<file path="config.mk">
export PLATFORM = sky130hd
export DESIGN_NAME = index_allocator_flat
export DESIGN_NICKNAME = d
export VERILOG_FILES = /design/src/sv/ia_pkg.sv /design/src/sv/ia_if.sv /design/src/sv/ia_ctrl.sv /design/src/sv/ia_datapath.sv /design/src/sv/index_allocator.sv /design/src/flat_wrapper.sv
export VERILOG_INCLUDE_DIRS = /design/src /design/src/sv
export SDC_FILE = /design/constraint.sdc
export NUM_CORES = 2
export LEC_CHECK = 0
export BUFFER_PORTS_ARGS = -buffer_cell sky130_fd_sc_hd__buf_4
export CORE_MARGIN = 5
export CORE_UTILIZATION = 30
export DETAILED_ROUTE_END_ITERATION = 12
export PLACE_DENSITY_LB_ADDON = 0.3
export SKIP_CTS_REPAIR_TIMING = 1
export SYNTH_ARGS = -nofsm -noshare
export SYNTH_HDL_FRONTEND = slang
export SYNTH_HIERARCHICAL = 1
export SYNTH_SLANG_ARGS = --single-unit
</file>
<file path="constraint.sdc">
create_clock -name clk -period 12.1 [get_ports clk]
set_input_delay 2.42 -clock clk [delete_from_list [all_inputs] [get_ports clk]]
set_output_delay 2.42 -clock clk [all_outputs]
set_load 0.05 [all_outputs]
</file>
<file path="src/sv/index_allocator_assert.svh">
// Assertion macros for the index allocator RTL.
// Included by ia_datapath, which checks its own logic; needs no package.
`ifndef INDEX_ALLOCATOR_ASSERT_SVH
`define INDEX_ALLOCATOR_ASSERT_SVH

// Same-cycle implication, held off while reset is asserted
`define IA_ASSERT_IMP(lbl, clk_s, rstn_s, ante, cons) \
	lbl: assert property (@(posedge clk_s) disable iff (!rstn_s) (ante) |-> (cons)) \
		else $error("index_allocator: same-cycle check failed");

// Next-cycle implication, held off while reset is asserted
`define IA_ASSERT_NXT(lbl, clk_s, rstn_s, ante, cons) \
	lbl: assert property (@(posedge clk_s) disable iff (!rstn_s) (ante) |=> (cons)) \
		else $error("index_allocator: next-cycle check failed");

`endif

</file>
<file path="src/sv/ia_pkg.sv">
// Shared types and constants of the index allocator.
// No dependencies; used by the interfaces, controller, datapath and top level.
`timescale 1ns / 1ps

package ia_pkg;

	localparam int ID_W  = 8;
	localparam int CNT_W = 9;

	// transaction kind codes
	localparam logic KIND_RELEASE = 1'b1;

	// reset value of the capacity register
	localparam logic [CNT_W-1:0] CAPACITY_RST = 9'd256;

	typedef enum logic [2:0] {
		ST_IDLE,
		ST_ACQ_TAKE,
		ST_SCAN,
		ST_SWAP_WR1,
		ST_SWAP_WR2,
		ST_RESULT
	} ia_state_t;

	typedef enum logic [1:0] {
		RD_NONE,
		RD_HELD,
		RD_SCAN,
		RD_TOP
	} ia_rd_sel_t;

	typedef enum logic [1:0] {
		WR_NONE,
		WR_MINT,
		WR_MATCH,
		WR_TOP
	} ia_wr_sel_t;

	typedef enum logic [1:0] {
		CNT_HOLD,
		CNT_INC,
		CNT_DEC
	} ia_cnt_op_t;

	typedef enum logic [2:0] {
		RES_HOLD,
		RES_FAIL,
		RES_MINT,
		RES_REUSE,
		RES_FREED
	} ia_res_op_t;

	// controller -> datapath
	typedef struct packed {
		logic       capture_req;
		logic       scan_start;
		logic       scan_step;
		logic       match_save;
		ia_rd_sel_t rd_sel;
		ia_wr_sel_t wr_sel;
		ia_cnt_op_t held_op;
		logic       minted_inc;
		ia_res_op_t res_op;
		logic       rsp_load;
	} ia_cmd_t;

	// datapath -> controller
	typedef struct packed {
		logic can_reuse;
		logic can_mint;
		logic scan_more;
		logic cmp_pending;
		logic hit;
		logic rsp_free;
	} ia_stat_t;

endpackage

</file>
<file path="src/sv/ia_if.sv">
// Handshake channels of the index allocator: request and response.
// Depends on ia_pkg for the field widths.
`timescale 1ns / 1ps

interface ia_req_if import ia_pkg::*; ();
	logic            valid;
	logic            ready;
	logic            kind;
	logic [ID_W-1:0] index;

	modport source (output valid, output kind, output index, input ready);
	modport sink   (input valid, input kind, input index, output ready);
endinterface

interface ia_rsp_if import ia_pkg::*; ();
	logic             valid;
	logic             ready;
	logic [ID_W-1:0]  granted_index;
	logic             ok;
	logic [CNT_W-1:0] active_count;
	logic [CNT_W-1:0] acquired_count;

	modport source (output valid, output granted_index, output ok,
		output active_count, output acquired_count, input ready);
	modport sink   (input valid, input granted_index, input ok,
		input active_count, input acquired_count, output ready);
endinterface

</file>
<file path="src/sv/ia_ctrl.sv">
// Sequencing state machine of the index allocator.
// Depends on ia_pkg; drives the datapath through ia_cmd_t, watches ia_stat_t.
`timescale 1ns / 1ps

module ia_ctrl import ia_pkg::*; (
	input  logic     clk,
	input  logic     arst_n,
	input  logic     req_valid,
	input  logic     req_kind,
	output logic     req_ready,
	input  ia_stat_t stat,
	output ia_cmd_t  cmd
);

	ia_state_t state_q;
	ia_state_t state_d;

	// state register
	always_ff @(posedge clk or negedge arst_n) begin
		if (!arst_n) begin
			state_q <= ST_IDLE;
		end else begin
			state_q <= state_d;
		end
	end

	// next state and commands
	always_comb begin
		state_d   = state_q;
		cmd       = '0;
		req_ready = 1'b0;
		unique case (state_q)
			ST_IDLE: begin
				req_ready = 1'b1;
				if (req_valid) begin
					cmd.capture_req = 1'b1;
					if (req_kind == KIND_RELEASE) begin
						cmd.scan_start = 1'b1;
						state_d        = ST_SCAN;
					end else if (stat.can_reuse) begin
						cmd.rd_sel = RD_HELD;
						state_d    = ST_ACQ_TAKE;
					end else if (stat.can_mint) begin
						cmd.wr_sel     = WR_MINT;
						cmd.held_op    = CNT_INC;
						cmd.minted_inc = 1'b1;
						cmd.res_op     = RES_MINT;
						state_d        = ST_RESULT;
					end else begin
						cmd.res_op = RES_FAIL;
						state_d    = ST_RESULT;
					end
				end
			end
			ST_ACQ_TAKE: begin
				// released id is now in the read register
				cmd.res_op  = RES_REUSE;
				cmd.held_op = CNT_INC;
				state_d     = ST_RESULT;
			end
			ST_SCAN: begin
				priority if (stat.hit) begin
					cmd.match_save = 1'b1;
					cmd.rd_sel     = RD_TOP;
					state_d        = ST_SWAP_WR1;
				end else if (!stat.scan_more && !stat.cmp_pending) begin
					cmd.res_op = RES_FAIL;
					state_d    = ST_RESULT;
				end else begin
					cmd.scan_step = 1'b1;
					cmd.rd_sel    = RD_SCAN;
				end
			end
			ST_SWAP_WR1: begin
				cmd.wr_sel = WR_MATCH;
				state_d    = ST_SWAP_WR2;
			end
			ST_SWAP_WR2: begin
				cmd.wr_sel  = WR_TOP;
				cmd.held_op = CNT_DEC;
				cmd.res_op  = RES_FREED;
				state_d     = ST_RESULT;
			end
			ST_RESULT: begin
				if (stat.rsp_free) begin
					cmd.rsp_load = 1'b1;
					state_d      = ST_IDLE;
				end
			end
			default: begin
				state_d = ST_IDLE;
			end
		endcase
	end

endmodule

</file>
<file path="src/sv/ia_datapath.sv">
// Datapath of the index allocator: id table, counts, scan pipe, result register.
// Depends on ia_pkg, ia_if and index_allocator_assert.svh.
`timescale 1ns / 1ps
`include "index_allocator_assert.svh"

module ia_datapath import ia_pkg::*; #(
	parameter int MAX_INDICES = 256
) (
	input  logic             clk,
	input  logic             arst_n,
	input  logic             cfg_we,
	input  logic [CNT_W-1:0] cfg_wdata,
	input  logic [ID_W-1:0]  req_index,
	input  ia_cmd_t          cmd,
	output ia_stat_t         stat,
	ia_rsp_if.source         rsp
);

	localparam int AW = (MAX_INDICES > 1) ? $clog2(MAX_INDICES) : 1;
	localparam int CW = $clog2(MAX_INDICES + 1);
	localparam int XW = (CW > CNT_W) ? CW : CNT_W;

	logic [ID_W-1:0]  table_mem [MAX_INDICES];
	logic [ID_W-1:0]  rdata_q;

	logic [CNT_W-1:0] capacity_q;
	logic [CW-1:0]    held_q;
	logic [CW-1:0]    minted_q;
	logic [ID_W-1:0]  want_q;
	logic [CW-1:0]    scan_q;
	logic [AW-1:0]    cmp_addr_s1;
	logic             cmp_vld_s1;
	logic [AW-1:0]    match_q;
	logic [ID_W-1:0]  res_granted_q;
	logic             res_ok_q;

	logic [ID_W-1:0]  granted_q;
	logic             ok_q;
	logic [CNT_W-1:0] active_q;
	logic [CNT_W-1:0] acquired_q;
	logic             rsp_valid_q;

	logic [AW-1:0]    top_addr;
	logic [AW-1:0]    rd_addr;
	logic             rd_en;
	logic [AW-1:0]    wr_addr;
	logic [ID_W-1:0]  wr_data;
	logic             wr_en;
	logic [XW-1:0]    minted_x;

	assign top_addr = AW'(held_q - CW'(1));
	assign minted_x = XW'(minted_q);

	// status towards the controller
	always_comb begin
		stat.can_reuse   = held_q < minted_q;
		stat.can_mint    = (minted_x < XW'(capacity_q)) && (minted_x < XW'(MAX_INDICES));
		stat.scan_more   = scan_q < held_q;
		stat.cmp_pending = cmp_vld_s1;
		stat.hit         = cmp_vld_s1 && (rdata_q == want_q);
		stat.rsp_free    = !rsp_valid_q || rsp.ready;
	end

	// capacity register
	always_ff @(posedge clk or negedge arst_n) begin
		if (!arst_n) begin
			capacity_q <= CAPACITY_RST;
		end else if (cfg_we) begin
			capacity_q <= cfg_wdata;
		end
	end

	// table port selection
	always_comb begin
		rd_en   = 1'b1;
		rd_addr = held_q[AW-1:0];
		unique case (cmd.rd_sel)
			RD_NONE: rd_en = 1'b0;
			RD_HELD: rd_addr = AW'(held_q);
			RD_SCAN: rd_addr = AW'(scan_q);
			RD_TOP:  rd_addr = top_addr;
			default: rd_en = 1'b0;
		endcase
	end

	always_comb begin
		wr_en   = 1'b1;
		wr_addr = AW'(held_q);
		wr_data = ID_W'(minted_q);
		unique case (cmd.wr_sel)
			WR_NONE: wr_en = 1'b0;
			WR_MINT: begin
				wr_addr = AW'(held_q);
				wr_data = ID_W'(minted_q);
			end
			WR_MATCH: begin
				wr_addr = match_q;
				wr_data = rdata_q;
			end
			WR_TOP: begin
				wr_addr = top_addr;
				wr_data = want_q;
			end
			default: wr_en = 1'b0;
		endcase
	end

	// id table, one write and one registered read per cycle
	always_ff @(posedge clk) begin
		if (wr_en) begin
			table_mem[wr_addr] <= wr_data;
		end
		if (rd_en) begin
			rdata_q <= table_mem[rd_addr];
		end
	end

	// counts
	always_ff @(posedge clk or negedge arst_n) begin
		if (!arst_n) begin
			held_q   <= '0;
			minted_q <= '0;
		end else begin
			unique case (cmd.held_op)
				CNT_HOLD: held_q <= held_q;
				CNT_INC:  held_q <= held_q + CW'(1);
				CNT_DEC:  held_q <= held_q - CW'(1);
				default:  held_q <= held_q;
			endcase
			if (cmd.minted_inc) begin
				minted_q <= minted_q + CW'(1);
			end
		end
	end

	// scan pipe: address issue, then compare in the cycle after
	always_ff @(posedge clk or negedge arst_n) begin
		if (!arst_n) begin
			cmp_vld_s1 <= 1'b0;
		end else if (cmd.scan_start || cmd.match_save) begin
			cmp_vld_s1 <= 1'b0;
		end else if (cmd.scan_step) begin
			cmp_vld_s1 <= stat.scan_more;
		end
	end

	always_ff @(posedge clk) begin
		if (cmd.capture_req) begin
			want_q <= req_index;
		end
		if (cmd.scan_start) begin
			scan_q <= '0;
		end else if (cmd.scan_step && stat.scan_more) begin
			scan_q <= scan_q + CW'(1);
		end
		if (cmd.scan_step) begin
			cmp_addr_s1 <= AW'(scan_q);
		end
		if (cmd.match_save) begin
			match_q <= cmp_addr_s1;
		end
	end

	// staged result of the current transaction
	always_ff @(posedge clk) begin
		unique case (cmd.res_op)
			RES_HOLD: begin
				res_ok_q <= res_ok_q;
			end
			RES_FAIL: begin
				res_granted_q <= '0;
				res_ok_q      <= 1'b0;
			end
			RES_MINT: begin
				res_granted_q <= ID_W'(minted_q);
				res_ok_q      <= 1'b1;
			end
			RES_REUSE: begin
				res_granted_q <= rdata_q;
				res_ok_q      <= 1'b1;
			end
			RES_FREED: begin
				res_granted_q <= '0;
				res_ok_q      <= 1'b1;
			end
			default: begin
				res_ok_q <= res_ok_q;
			end
		endcase
	end

	// output register
	always_ff @(posedge clk or negedge arst_n) begin
		if (!arst_n) begin
			rsp_valid_q <= 1'b0;
		end else if (cmd.rsp_load) begin
			rsp_valid_q <= 1'b1;
		end else if (rsp.ready) begin
			rsp_valid_q <= 1'b0;
		end
	end

	always_ff @(posedge clk) begin
		if (cmd.rsp_load) begin
			granted_q  <= res_granted_q;
			ok_q       <= res_ok_q;
			active_q   <= CNT_W'(minted_q);
			acquired_q <= CNT_W'(held_q);
		end
	end

	assign rsp.valid          = rsp_valid_q;
	assign rsp.granted_index  = granted_q;
	assign rsp.ok             = ok_q;
	assign rsp.active_count   = active_q;
	assign rsp.acquired_count = acquired_q;

	// checks
	`IA_ASSERT_IMP(a_held_le_minted, clk, arst_n, 1'b1, held_q <= minted_q)
	`IA_ASSERT_IMP(a_mint_allowed, clk, arst_n, cmd.wr_sel == WR_MINT, stat.can_mint)
	`IA_ASSERT_IMP(a_dec_nonzero, clk, arst_n, cmd.held_op == CNT_DEC, held_q != '0)
	`IA_ASSERT_NXT(a_mint_step, clk, arst_n, cmd.minted_inc,
		minted_q == $past(minted_q) + CW'(1))

endmodule

</file>
<file path="src/sv/index_allocator.sv">
// Top level of the index allocator: request/response channels, capacity register.
// Depends on ia_pkg, ia_if, ia_ctrl and ia_datapath.
//
//   channel   | direction | handshake     | payload
//   req       | in        | valid / ready | kind, index
//   rsp       | out       | valid / ready | granted_index, ok, active_count, acquired_count
//   cfg       | in        | cfg_we only   | cfg_wdata (capacity)
//
// One transaction at a time; req.ready is high only while the controller is idle.
// Acquire: a minted id or a failure goes straight to the result; a released id is
// reused through ST_ACQ_TAKE (one registered table read). Release: a scan of
// one table entry per cycle over the held entries, then a two-write swap.
// A finished result waits in the output register while the next request is taken.
// arst_n clears the counts, the capacity (to 256) and the handshake state; the
// table itself is not cleared.
`timescale 1ns / 1ps

module index_allocator import ia_pkg::*; #(
	parameter int MAX_INDICES = 256
) (
	input  logic             clk,
	input  logic             arst_n,
	ia_req_if.sink           req,
	ia_rsp_if.source         rsp,
	input  logic             cfg_we,
	input  logic [CNT_W-1:0] cfg_wdata
);

	ia_cmd_t  cmd;
	ia_stat_t stat;
	logic     ready;

	assign req.ready = ready;

	// sequencing
	ia_ctrl u_ctrl (
		.clk       (clk),
		.arst_n    (arst_n),
		.req_valid (req.valid),
		.req_kind  (req.kind),
		.req_ready (ready),
		.stat      (stat),
		.cmd       (cmd)
	);

	// table, counts and result
	ia_datapath #(
		.MAX_INDICES (MAX_INDICES)
	) u_datapath (
		.clk       (clk),
		.arst_n    (arst_n),
		.cfg_we    (cfg_we),
		.cfg_wdata (cfg_wdata),
		.req_index (req.index),
		.cmd       (cmd),
		.stat      (stat),
		.rsp       (rsp)
	);

endmodule

</file>
<file path="src/flat_wrapper.sv">
// flat-port wrapper written by rule: the top's interface ports become plain ports
module index_allocator_flat import ia_pkg::*;
#(
	parameter int MAX_INDICES = 256
)
  (clk, arst_n, cfg_we, cfg_wdata, req_valid, req_kind, req_index, req_ready, rsp_valid, rsp_granted_index, rsp_ok, rsp_active_count, rsp_acquired_count, rsp_ready);
  ia_req_if req_i ();
  ia_rsp_if rsp_i ();
  input  logic clk;
  input  logic arst_n;
  input  logic cfg_we;
  input  logic [CNT_W-1:0] cfg_wdata;
  input wire logic [$bits(req_i.valid)-1:0] req_valid;
  input wire logic [$bits(req_i.kind)-1:0] req_kind;
  input wire logic [$bits(req_i.index)-1:0] req_index;
  output wire logic [$bits(req_i.ready)-1:0] req_ready;
  output wire logic [$bits(rsp_i.valid)-1:0] rsp_valid;
  output wire logic [$bits(rsp_i.granted_index)-1:0] rsp_granted_index;
  output wire logic [$bits(rsp_i.ok)-1:0] rsp_ok;
  output wire logic [$bits(rsp_i.active_count)-1:0] rsp_active_count;
  output wire logic [$bits(rsp_i.acquired_count)-1:0] rsp_acquired_count;
  input wire logic [$bits(rsp_i.ready)-1:0] rsp_ready;
  assign req_i.valid = req_valid;
  assign req_i.kind = req_kind;
  assign req_i.index = req_index;
  assign req_ready = req_i.ready;
  assign rsp_valid = rsp_i.valid;
  assign rsp_granted_index = rsp_i.granted_index;
  assign rsp_ok = rsp_i.ok;
  assign rsp_active_count = rsp_i.active_count;
  assign rsp_acquired_count = rsp_i.acquired_count;
  assign rsp_i.ready = rsp_ready;
  index_allocator #(.MAX_INDICES(MAX_INDICES)) u_core (.clk(clk), .arst_n(arst_n), .req(req_i), .rsp(rsp_i), .cfg_we(cfg_we), .cfg_wdata(cfg_wdata));
endmodule
</file>
==> out/summary.txt <==
Outcome -> complete, but fails checks
Failing checks -> max-capacitance violations, max-slew violations
Chip Height -> 544 um
Clock sink count -> 2,157
Top cells by area, synth -> edfxtp_1 (74%), mux4_2 (9.7%), nand2_1 (3.6%)
Ys Warns -> 6
H-tree levels -> 4
Tmin final -> 7.84 ns
Slowest cell on the critical path -> nor2_2
#FFs+latches synth -> 2,157
Synth cell types -> 77
Placement Rows -> 196
Grt ovf -> 0
CP Launch Type -> flip-flop
Relative slew slack -> -3.80%
DP Area -> 89,900 um^2
CTS tree -> done
GRT Util Overall -> 15.5%
Crit path DAT -> 8.29 ns
Worst path required time -> 12.55 ns
Syn nets -> 5,006
Ports -> 52
FFs w/ async S/R, synth -> 1.48%
Fin area -> 96,900 um^2
Top-area cell type share of the netlist area -> 74.3%
Port Buffers -> 51
Fin crit share -> 64.8%
Initial core utilization -> 30.1%
Critical Path, Cell by Cell -> inv_1, ha_1, a21o_1, a21o_1, a21o_1, a21oi_1, o21ai_0, o21ai_0, nor3_1, nor2_2, nand2b_1, o211a_4, buf_4, buf_4, mux4_2, a22oi_1, nand3b_1, nand4_1, nand4_1
DRC marker count from the first detailed-route iteration -> 5,459
Area leader, netlist -> edfxtp_1
Initial antenna violation count -> 9
Mean Syn Cell Area -> 17.3 um^2
Largest net degree at the start of global routing -> 201
Worst Skew -> 0.0359 ns
Crit Path Class -> reg -> reg
Setup violators final -> 0
Fmax -> 128 MHz
Synthesized area -> 85,500 um^2
Clock Tree Buf Depth -> 3
Crit end category -> flip-flop
Area Overhead vs Synth -> 13.4%
CORE AREA -> 284,000 um^2
Die area -> 296,000 um^2
Post-DR vias/cell -> 5.16
Post-Synthesis Cells -> 4,954
Post-DP HPWL -> 136,000 um
Wirelength per Cell -> 26.2 um
CTS clock-pin slew for the worst setup and hold paths -> 0.06 ns
Antenna viol nets, final -> 0
Number of flops mapped to enable cells by yosys -> 2,116
Unrepaired setup endpoints after global routing -> no
Pre-CTS WS -> 4.29 ns
Clock Latency Late Sink -> 0.86 ns
# DRC -> 0
First-pass GRT wire length -> 336,000 um
Most frequent cells in the layout -> edfxtp_1 (2,116), nand2_1 (800), mux4_2 (368), nor2_1 (306), clkbuf_16 (221)
Die width -> 544 um
Slowest cell delay on critical path -> 0.81 ns
WP buf/inv -> 3
Worst setup margin -> 4.26 ns
Vias in the first global route -> 45,538
Fin nets -> 5,046
Peak VDD IR -> 259 uV
Layout fillers -> 26,892
Register area share after synthesis -> 75.5%
Clock Tree Root -> clkbuf_16
Final wirelength -> 234,000 um
Vias -> 46,205
Power Density -> 251 nW/um^2
Leak -> 0.0302 uW
HP Class -> reg -> reg
Final Hold Viols -> 0
Worst Path Max Fanout -> 43
Pins Over Slew Limit -> 3
GPL Wtd Cong -> 0.821
Crit path max-delay family -> simple AND/OR/NAND/NOR gates
Final core occ -> 34.1%
Inserted Clock Buffers -> 219
Worst path most repeated cell -> a21o_1
Commonest non-fill, non-tap cell in the layout -> edfxtp_1
DRT Pass-1 Iters -> 6
Predominant post-synthesis flop cell -> edfxtp_1
Slew at the pin closest to its max-slew limit -> 1.55 ns
Share of cells above drive strength 1 -> 16.8%
Maxcap violations -> 1
[cell type report]
| cell class | instances | area (um^2) | area share (%) |
|---|---|---|---|
| Tap cell | 3762 | 4710 | 4.86 |
| Antenna cell | 4 | 10.0 | 0.0103 |
| Multi-Input combinational cell | 2449 | 19400 | 20.1 |
| Timing Repair Buffer | 133 | 1140 | 1.17 |
| Clock inverter | 147 | 1310 | 1.35 |
| Inverter | 34 | 128 | 0.132 |
| Sequential cell | 2157 | 64500 | 66.6 |
| Clock buffer | 265 | 5700 | 5.87 |
[through the flow]
stage | power [uW] | setup TNS (ns) | hold slack (ns) | cells
floorplan | 14900 | -114.91 | 0.400 | 4954
global placement | 17900 | 0 | 0.404 | 8535
detailed placement | 17900 | 0 | 0.405 | 8535
CTS | 24500 | 0 | 0.420 | 8947
global route | 25300 | 0 | 0.425 | 8947
finish | 24300 | 0 | 0.419 | 8951
[layer usage]
layer | vias to the layer above | share of wire [%] | global-route usage, %
met4 | 0 | 2.8 | 4.59
met5 | - | 0 | 0
met1 | 24320 | 43 | 22.0
met2 | 1940 | 46 | 23.8
li1 | 19614 | - | -
met3 | 331 | 8.2 | 3.25
[power breakdown]
group | total, uW | internal, uW | switching [uW]
combinational | 8000 | 2270 | 5730
sequential | 9720 | 9550 | 170
clock | 6610 | 3760 | 2850
[flip-flops by register name, indices dropped and copies added, names as in the netlist, 3 cells and up]
register                              flops
u_core/u_datapath/rsp.granted_index       8
u_core/u_datapath/res_granted_q           8
u_core/u_datapath/match_q                 8
u_core/u_ctrl/state_q                     3
u_core/u_datapath/table_mem            2048
u_core/u_datapath/scan_q                  9
u_core/u_datapath/rsp.active_count        9
u_core/u_datapath/rdata_q                 8
u_core/u_datapath/minted_q                9
u_core/u_datapath/cmp_addr_s1             8
u_core/u_datapath/want_q                  8
u_core/u_datapath/held_q                  9
u_core/u_datapath/capacity_q              9
u_core/u_datapath/rsp.acquired_count      9
[cells in the mapped netlist, drive strengths merged, types with 8 or more instances]
cell / number
a21o: 17
a21oi: 32
a22o: 11
a22oi: 97
a311oi: 147
a31oi: 28
a32oi: 8
and3: 66
buf: 204
clkbuf: 110
dfrtp: 31
dfxtp: 9
edfxtp: 2116
ha: 29
inv: 32
mux2i: 18
mux4: 368
nand2: 816
nand2b: 12
nand3: 203
nand3b: 35
nand4: 71
nor2: 314
nor2b: 13
nor3: 17
o21ai: 42
xnor2: 19
xor2: 11
[worst paths after layout]
kind / startpoint / endpoint / slack (ns) / depth (start not counted)
worst max-delay path: u_core/u_datapath/held_q[2]$_DFFE_PN0P_ / u_core/u_datapath/rdata_q[1]$_DFFE_PP_ / 4.26 / 19
worst max register to register: u_core/u_datapath/held_q[2]$_DFFE_PN0P_ / u_core/u_datapath/rdata_q[1]$_DFFE_PP_ / 4.26 / 19
worst min-delay path: u_core/u_datapath/cmp_addr_s1[3]$_DFFE_PP_ / u_core/u_datapath/match_q[3]$_DFFE_PP_ / 0.42 / 0
min in group asynchronous: arst_n / u_core/u_datapath/capacity_q[5]$_DFFE_PN0P_ / 1.52 / 1
max in group asynchronous: arst_n / u_core/u_datapath/capacity_q[8]$_DFFE_PN1P_ / 10.22 / 1
worst min register to register: u_core/u_datapath/cmp_addr_s1[3]$_DFFE_PP_ / u_core/u_datapath/match_q[3]$_DFFE_PP_ / 0.42 / 0
[cells by family after synthesis]
group,share of synthesized area (%)
buf+inv,2.04
compound gates,3.72
simple gates,8.09
fa+ha+maj,0.424
xor+xnor,0.307
mux,9.94
flops,75.5
Power figures use the tool's default switching activity.
